`src/design/assert_macros.svh`:
```
// assertion macros for the sync level lock stack
// no dependencies; included by files that carry concurrent assertions
`ifndef ASSERT_MACROS_SVH
`define ASSERT_MACROS_SVH

// property must hold at every rising clock edge outside reset
`define SLC_ASSERT(lbl, clk, rstn, prop) \
  lbl: assert property (@(posedge clk) disable iff (!rstn) prop) \
    else $error("slc assertion failed");

// condition must never be seen outside reset
`define SLC_ASSERT_NEVER(lbl, clk, rstn, cond) \
  lbl: assert property (@(posedge clk) disable iff (!rstn) !(cond)) \
    else $error("slc forbidden condition seen");

`endif

```
`src/design/slc_pkg.sv`:
```
// shared types and constants for the sync level lock stack
// no dependencies; used by slc_cell, sync_level_lock_stack and the testbench
package slc_pkg;

  localparam int DEF_STACK_DEPTH = 16;
  localparam int DEF_ID_BITS     = 8;
  localparam int LEVEL_W         = 4;
  localparam int STATUS_W        = 3;

  localparam logic CMD_ACQUIRE = 1'b0;
  localparam logic CMD_RELEASE = 1'b1;

  typedef enum logic [STATUS_W-1:0] {
    ST_OK        = 3'd0,
    ST_TIMEOUT   = 3'd1,
    ST_NOT_LOCK  = 3'd2,
    ST_LEVEL_LOW = 3'd3,
    ST_NONE_HELD = 3'd4,
    ST_NOT_TOP   = 3'd5,
    ST_FULL      = 3'd6
  } status_e;

  typedef enum logic {
    S_IDLE = 1'b0,
    S_SCAN = 1'b1
  } state_e;

  typedef struct packed {
    logic push;
    logic pop;
    logic clr;
    logic shift;
  } cell_ctl_t;

endpackage

```
`src/design/slc_cell.sv`:
```
// one stack entry: lock id and level, shifts on push and pop, ripples the match flag
// depends on slc_pkg
module slc_cell import slc_pkg::*; #(
  parameter int ID_BITS = DEF_ID_BITS
) (
  input  logic               clk_i,
  input  logic               rst_ni,
  input  cell_ctl_t          ctl_i,
  input  logic               in_use_i,
  input  logic [ID_BITS-1:0] key_i,
  input  logic [ID_BITS-1:0] up_id_i,
  input  logic [LEVEL_W-1:0] up_level_i,
  input  logic [ID_BITS-1:0] dn_id_i,
  input  logic [LEVEL_W-1:0] dn_level_i,
  input  logic               flag_i,
  output logic [ID_BITS-1:0] id_o,
  output logic [LEVEL_W-1:0] level_o,
  output logic               flag_o
);

  logic [ID_BITS-1:0] id_q;
  logic [LEVEL_W-1:0] level_q;
  logic               flag_q;

  always_ff @(posedge clk_i) begin
    if (ctl_i.push) begin
      id_q    <= up_id_i;
      level_q <= up_level_i;
    end else if (ctl_i.pop) begin
      id_q    <= dn_id_i;
      level_q <= dn_level_i;
    end
  end

  always_ff @(posedge clk_i or negedge rst_ni) begin
    if (!rst_ni) begin
      flag_q <= 1'b0;
    end else if (ctl_i.clr) begin
      flag_q <= 1'b0;
    end else if (ctl_i.shift) begin
      flag_q <= flag_i;
    end
  end

  assign id_o    = id_q;
  assign level_o = level_q;
  assign flag_o  = flag_q | (in_use_i && (id_q == key_i));

endmodule

```
`src/design/sync_level_lock_stack.sv`:
```
// top level of the sync level lock stack: control, chain of entry cells, result beat
// depends on slc_pkg, slc_cell and assert_macros.svh
//
// channel   | direction | handshake             | payload
// ----------+-----------+-----------------------+-------------------------------------------
// command   | in        | start_i & !busy_o     | cmd, lock_id, is_lock, lock_level, granted
// result    | out       | done_o (one cycle)    | status, already_held, release_lock,
//           |           |                       | current_level, held_count
//
// a command scans the chain: the held-match flag ripples one cell per cycle down the chain,
// and the last scan cycle decides and, if the command goes through, pushes or pops the whole chain at once
// the result beat follows in the next cycle with busy_o already low, so a new command can
// start as the beat is shown; no command is taken while busy_o is high
// reset empties the stack at once; entry contents need no clearing
// the receiver cannot stall: each result beat stands for exactly one cycle
`include "assert_macros.svh"

module sync_level_lock_stack import slc_pkg::*; #(
  parameter int STACK_DEPTH = DEF_STACK_DEPTH,
  parameter int ID_BITS     = DEF_ID_BITS
) (
  input  logic                               clk_i,
  input  logic                               rst_ni,
  input  logic                               start_i,
  output logic                               busy_o,
  input  logic                               cmd_i,
  input  logic [ID_BITS-1:0]                 lock_id_i,
  input  logic                               is_lock_i,
  input  logic [LEVEL_W-1:0]                 lock_level_i,
  input  logic                               granted_i,
  output logic                               done_o,
  output logic [STATUS_W-1:0]                status_o,
  output logic                               already_held_o,
  output logic                               release_lock_o,
  output logic [LEVEL_W-1:0]                 current_level_o,
  output logic [$clog2(STACK_DEPTH+1)-1:0]   held_count_o
);

  localparam int CNT_W  = $clog2(STACK_DEPTH + 1);
  localparam int SCAN_W = (STACK_DEPTH > 1) ? $clog2(STACK_DEPTH) : 1;
  localparam logic [SCAN_W-1:0] SCAN_LAST = SCAN_W'(STACK_DEPTH - 1);
  localparam logic [CNT_W-1:0]  CNT_FULL  = CNT_W'(STACK_DEPTH);
  localparam logic [CNT_W-1:0]  CNT_ONE   = CNT_W'(1);

  state_e              state_q, state_d;
  logic [SCAN_W-1:0]   scan_q, scan_d;
  logic [CNT_W-1:0]    depth_q, depth_d;
  logic [LEVEL_W-1:0]  top_q, top_d;
  logic                done_q, done_d;

  logic                cmd_q;
  logic [ID_BITS-1:0]  key_q;
  logic                is_lock_q;
  logic [LEVEL_W-1:0]  level_q;
  logic                granted_q;

  status_e             status_q, status_d;
  logic                already_q, already_d;
  logic                rel_q, rel_d;

  cell_ctl_t           ctl;
  logic                accept;

  logic [ID_BITS-1:0]  id_w    [STACK_DEPTH];
  logic [LEVEL_W-1:0]  lvl_w   [STACK_DEPTH];
  logic                flag_w  [STACK_DEPTH];
  logic [LEVEL_W-1:0]  next_lvl;

  assign accept = start_i && (state_q == S_IDLE);

  // entry 0 is the top of the stack
  for (genvar i = 0; i < STACK_DEPTH; i++) begin : g_cell
    logic [ID_BITS-1:0] up_id;
    logic [LEVEL_W-1:0] up_lvl;
    logic [ID_BITS-1:0] dn_id;
    logic [LEVEL_W-1:0] dn_lvl;
    logic               fl_in;
    logic               in_use;

    if (i == 0) begin : g_head
      assign up_id  = key_q;
      assign up_lvl = level_q;
      assign fl_in  = 1'b0;
    end else begin : g_body
      assign up_id  = id_w[i-1];
      assign up_lvl = lvl_w[i-1];
      assign fl_in  = flag_w[i-1];
    end

    if (i == STACK_DEPTH - 1) begin : g_tail
      assign dn_id  = '0;
      assign dn_lvl = '0;
    end else begin : g_mid
      assign dn_id  = id_w[i+1];
      assign dn_lvl = lvl_w[i+1];
    end

    assign in_use = (CNT_W'(i) < depth_q);

    slc_cell #(
      .ID_BITS (ID_BITS)
    ) u_cell (
      .clk_i      (clk_i),
      .rst_ni     (rst_ni),
      .ctl_i      (ctl),
      .in_use_i   (in_use),
      .key_i      (key_q),
      .up_id_i    (up_id),
      .up_level_i (up_lvl),
      .dn_id_i    (dn_id),
      .dn_level_i (dn_lvl),
      .flag_i     (fl_in),
      .id_o       (id_w[i]),
      .level_o    (lvl_w[i]),
      .flag_o     (flag_w[i])
    );
  end

  if (STACK_DEPTH > 1) begin : g_next
    assign next_lvl = lvl_w[1];
  end else begin : g_no_next
    assign next_lvl = '0;
  end

  always_comb begin
    state_d   = state_q;
    scan_d    = scan_q;
    depth_d   = depth_q;
    top_d     = top_q;
    done_d    = 1'b0;
    status_d  = status_q;
    already_d = already_q;
    rel_d     = rel_q;
    ctl       = '0;
    unique case (state_q)
      S_IDLE: begin
        if (start_i) begin
          state_d = S_SCAN;
          scan_d  = '0;
          ctl.clr = 1'b1;
        end
      end
      S_SCAN: begin
        if (scan_q == SCAN_LAST) begin
          state_d   = S_IDLE;
          done_d    = 1'b1;
          status_d  = ST_OK;
          already_d = 1'b0;
          rel_d     = 1'b0;
          if (!is_lock_q) begin
            status_d = ST_NOT_LOCK;
          end else if (cmd_q == CMD_ACQUIRE) begin
            if (level_q < top_q) begin
              status_d = ST_LEVEL_LOW;
            end else if (flag_w[STACK_DEPTH-1]) begin
              already_d = 1'b1;
            end else if (!granted_q) begin
              status_d = ST_TIMEOUT;
            end else if (depth_q >= CNT_FULL) begin
              status_d = ST_FULL;
              rel_d    = 1'b1;
            end else begin
              ctl.push = 1'b1;
              depth_d  = depth_q + CNT_ONE;
              top_d    = level_q;
            end
          end else begin
            if (depth_q == '0) begin
              status_d = ST_NONE_HELD;
            end else if (id_w[0] != key_q) begin
              status_d = ST_NOT_TOP;
            end else begin
              rel_d   = 1'b1;
              ctl.pop = 1'b1;
              depth_d = depth_q - CNT_ONE;
              top_d   = (depth_q == CNT_ONE) ? '0 : next_lvl;
            end
          end
        end else begin
          ctl.shift = 1'b1;
          scan_d    = scan_q + SCAN_W'(1);
        end
      end
      default: begin
        state_d = S_IDLE;
      end
    endcase
  end

  always_ff @(posedge clk_i or negedge rst_ni) begin
    if (!rst_ni) begin
      state_q <= S_IDLE;
      scan_q  <= '0;
      depth_q <= '0;
      top_q   <= '0;
      done_q  <= 1'b0;
    end else begin
      state_q <= state_d;
      scan_q  <= scan_d;
      depth_q <= depth_d;
      top_q   <= top_d;
      done_q  <= done_d;
    end
  end

  // command beat and result payload
  always_ff @(posedge clk_i) begin
    if (accept) begin
      cmd_q     <= cmd_i;
      key_q     <= lock_id_i;
      is_lock_q <= is_lock_i;
      level_q   <= lock_level_i;
      granted_q <= granted_i;
    end
    status_q  <= status_d;
    already_q <= already_d;
    rel_q     <= rel_d;
  end

  assign busy_o          = (state_q != S_IDLE);
  assign done_o          = done_q;
  assign status_o        = status_q;
  assign already_held_o  = already_q && done_q;
  assign release_lock_o  = rel_q && done_q;
  assign current_level_o = top_q;
  assign held_count_o    = depth_q;

  `SLC_ASSERT_NEVER(a_depth_bound, clk_i, rst_ni, depth_q > CNT_FULL)
  `SLC_ASSERT(a_beat_when_idle, clk_i, rst_ni, done_q |-> (state_q == S_IDLE))
  `SLC_ASSERT(a_depth_moves_on_decide, clk_i, rst_ni, (depth_q != $past(depth_q)) |-> ($past(state_q) == S_SCAN))
  `SLC_ASSERT(a_release_in_beat, clk_i, rst_ni, release_lock_o |-> done_o)

endmodule

```
`config.mk`:
```
export PLATFORM = sky130hd
export DESIGN_NAME = sync_level_lock_stack
export DESIGN_NICKNAME = d
export VERILOG_FILES = /design/src/design/slc_pkg.sv /design/src/design/slc_cell.sv /design/src/design/sync_level_lock_stack.sv
export VERILOG_INCLUDE_DIRS = /design/src /design/src/design
export SDC_FILE = /design/constraint.sdc
export NUM_CORES = 1
export LEC_CHECK = 0
export ABC_CLOCK_PERIOD_IN_PS = 21000
export BUFFER_PORTS_ARGS = -buffer_cell sky130_fd_sc_hd__buf_4
export CAP_MARGIN = 10
export CORE_MARGIN = 2
export CORE_UTILIZATION = 50
export CTS_CLUSTER_DIAMETER = 120
export CTS_CLUSTER_SIZE = 12
export DETAILED_ROUTE_END_ITERATION = 10
export PLACE_DENSITY = 0.63
export SKIP_LAST_GASP = 1
export SLEW_MARGIN = 30
export SYNTH_ARGS = -nofsm -noshare
export SYNTH_HDL_FRONTEND = slang
export SYNTH_HIERARCHICAL = 1
export SYNTH_SLANG_ARGS = --single-unit
```
`constraint.sdc`:
```
create_clock -name clk_i -period 21 [get_ports clk_i]
set_input_delay 1.05 -clock clk_i [delete_from_list [all_inputs] [get_ports clk_i]]
set_output_delay 1.05 -clock clk_i [all_outputs]
set_load 0.02 [all_outputs]
```
==> run metrics <==
Post-Synth Adder-Cell Area=0.00826; Routed Antenna Nets=0; first-pass GRT wire length=41.8 mm; synth unique cells=48; detailed-route DRC error count=0; Slew HR=0.400; dpl hpwl=18.7 mm; Nets=900; Pwr Density=82.1 mW/mm^2; Min-Delay Path Class=input pin to async pin; Post-synth EDFFs=212; global route total overflow=0; Mapped Area=0.0121 sq mm; Critical Path RT=21190 ps; fin crit share=0.200; GRT Total Usage=0.210; initial antenna violation count=0; sw frac=0.251; WL per Instance=22.0 um; met1 global-route usage=0.301; synth warn=6; Worst-Skew Late Latency=520 ps; max-cap viol count=0; CTS resizes=0; total chip power=1.10 mW; # IOs=34; CTS Buf Count=24; top post-synthesis cells by area=edfxtp_1, mux2_2, xor2_1, dfrtp_1, a41o_1; clk sinks=243; P&R area growth vs syn=11.1%; number of diodes=0; CTS H-tree depth=1; Core Box Area=0.0236 sq mm; Int Power=0.827 mW; crit path max fanout=74; Yosys reg bits=243; worst vdd ir=0.0000519 V; Clock Path Buffers=3; Gate Count Post-Synth=815; crit path time final=4210 ps; register area share after synthesis=0.590; Clock Tree Root=clkbuf_16; kind of critical path=flip-flop to flip-flop; leading register cell type out of synthesis=edfxtp_1; ys async rst share=0.128; Die Span Y=160 um; post-synth top area cell=edfxtp_1; Post-CTS Setup Bufs=0; initial core utilization=0.513; largest net degree at the start of global routing=75; most numerous cell in the Yosys netlist=edfxtp_1; post-synthesis compound-gate area fraction=0.0347; Die Wd=160 um; commonest cells in the netlist=edfxtp_1, mux2_2, xor2_1; Setup-failing EPs final=0; clock slew at reported path FFs=60 ps; Clock Power Share=0.354; final slew viol count=0; layout cell share with drive strength beyond 1=0.320; PortBufs=33; crit path from=g_cell[0].up_id[5]; share of the synthesized area in the top cell type=0.526; first-pass detailed-route iteration total=7; vias in the first global route=6989; Max Clock Freq=238 MHz; std cell rows=56; setup tns final=0 ps; switching power=0.277 mW; vias per std cell=5.65; Synth Area per Inst=14.9 sq um; Top Usage Layer GRT=met2; largest family of logic cells by synthesized area=multiplexers; Die ar.=0.0255 sq mm; final hold violation count=0; Worst Skew=11.4 ps; routed wire length=26.6 mm; RSZ-0062 raised after global routing=false; run status=finished clean; GR Layer Usage met2=0.340; nature of the critical path endpoint=flip-flop; Worst-Margin Slew=888 ps; hold_buf cts=0; TritonCTS clock tree=done; sequential share of power=0.515; Synth Area in XOR/XNOR=0.101; simple-gate share of the synthesized area=0.0552; Logic pwr share=0.131; CP Launch Type=flip-flop; DR iter-0 viols=569; Pleak=4.96 nW; met3 usage=0.0330; vias post-DR=6832; post-synthesis mux area share=0.193; routability cong.=0.776; critical path arrival=4400 ps; start of the worst register-to-register path=g_cell[0].up_id[5]
[power by group through the flow]
stage | sequential, mW | clock [mW] | combinational, mW
after global routing | 0.572 | 0.420 | 0.161
final | 0.568 | 0.392 | 0.145
after floorplan | 0.583 | 0 | 0.0967
after detailed placement | 0.578 | 0 | 0.146
after CTS | 0.569 | 0.401 | 0.146
after global placement | 0.578 | 0 | 0.140
[final cells by class]
| cell class | instances | area [sq um] |
|---|---|---|
| sequential | 243 | 7140 |
| timing repair buffer | 45 | 338 |
| inverter | 14 | 52.6 |
| tap | 319 | 399 |
| clock inverter | 2 | 27.5 |
| fill | 1918 | 10200 |
| clock buffer | 41 | 664 |
| multi-input combinational | 546 | 4830 |
[metal layers]
metal,wire [um],vias to the layer above
li1,-,3175
met1,12200,3465
met2,12600,152
met3,1240,40
met4,500,0
met5,0,-
[cell families (layout without fill, tap and decap cells)]
kind of cell	after synthesis	in the layout
adder cells (fa/ha/maj)	8	8
XOR/XNOR	140	140
multiplexers	210	210
other	1	13
AO/OA/AOI/OAI	51	51
AND/OR/NAND/NOR	124	124
buffers and inverters	38	102
flip-flops	243	243
[worst paths after layout]
kind / end / cells past startpoint / slack, ps
worst max-delay path: g_cell[5].u_cell/level_o[3] / 9 / 16790
worst max register to register: g_cell[5].u_cell/level_o[3] / 9 / 16790
min in group clk_i: g_cell[2].u_cell/flag_q / 2 / 530
max in group asynchronous: g_cell[6].u_cell/flag_q / 1 / 20210
worst min register to register: g_cell[2].u_cell/flag_q / 2 / 530
worst min-delay path: current_level_o[2] / 1 / 480
[cells in the final DEF, fill, tap and decap left out, types with 16 or more instances in the layout]
cell type,instances
mux2_2,193
or2_2,16
nand2_1,16
nor4_1,20
mux2i_1,17
buf_4,45
clkbuf_16,24
a41o_1,17
nor3_1,18
nor2_1,24
xor2_1,122
clkbuf_1,17
xnor2_1,18
dfrtp_1,31
edfxtp_1,212
[worst max-delay path: stages (launching register included)]
cell      delay (ps)
edfxtp_1         330
buf_4            320
xor2_1           220
nor4_1            80
a41o_1           280
or3b_1           390
nor4_2           190
buf_4            690
buf_4            820
or2_2            440
[registers in the layout, summed over array words and instances, names as in the netlist]
name and flops:
current_level_o 4, g_cell.u_cell/id_o 128, g_cell.up_lvl 4, cmd_q 1
granted_q 1, done_o 1, is_lock_q 1, status_o 3
scan_q 4, rel_q 1, busy_o 1, held_count_o 5
g_cell.u_cell/flag_q 16, g_cell.u_cell/level_o 64, already_q 1, g_cell.up_id 8
[metrics by stage]
| step | hold WS [ps] | cell area, sq um | util | worst slack, ps | cells |
|---|---|---|---|---|---|
| 4_1_cts | 472 | 13500 | 0.570 | 16810 | 1210 |
| 5_1_grt | 496 | 13500 | 0.570 | 16500 | 1210 |
| 3_5_place_dp | 517 | 12800 | 0.540 | 16830 | 1167 |
| 2_1_floorplan | 488 | 12200 | - | 12220 | 827 |
| 6_report | 476 | 13500 | 0.570 | 16790 | 1210 |
| 3_3_place_gp | 506 | 12800 | 0.540 | 16950 | 1166 |
No activity file was read; power rests on OpenSTA's default activity.
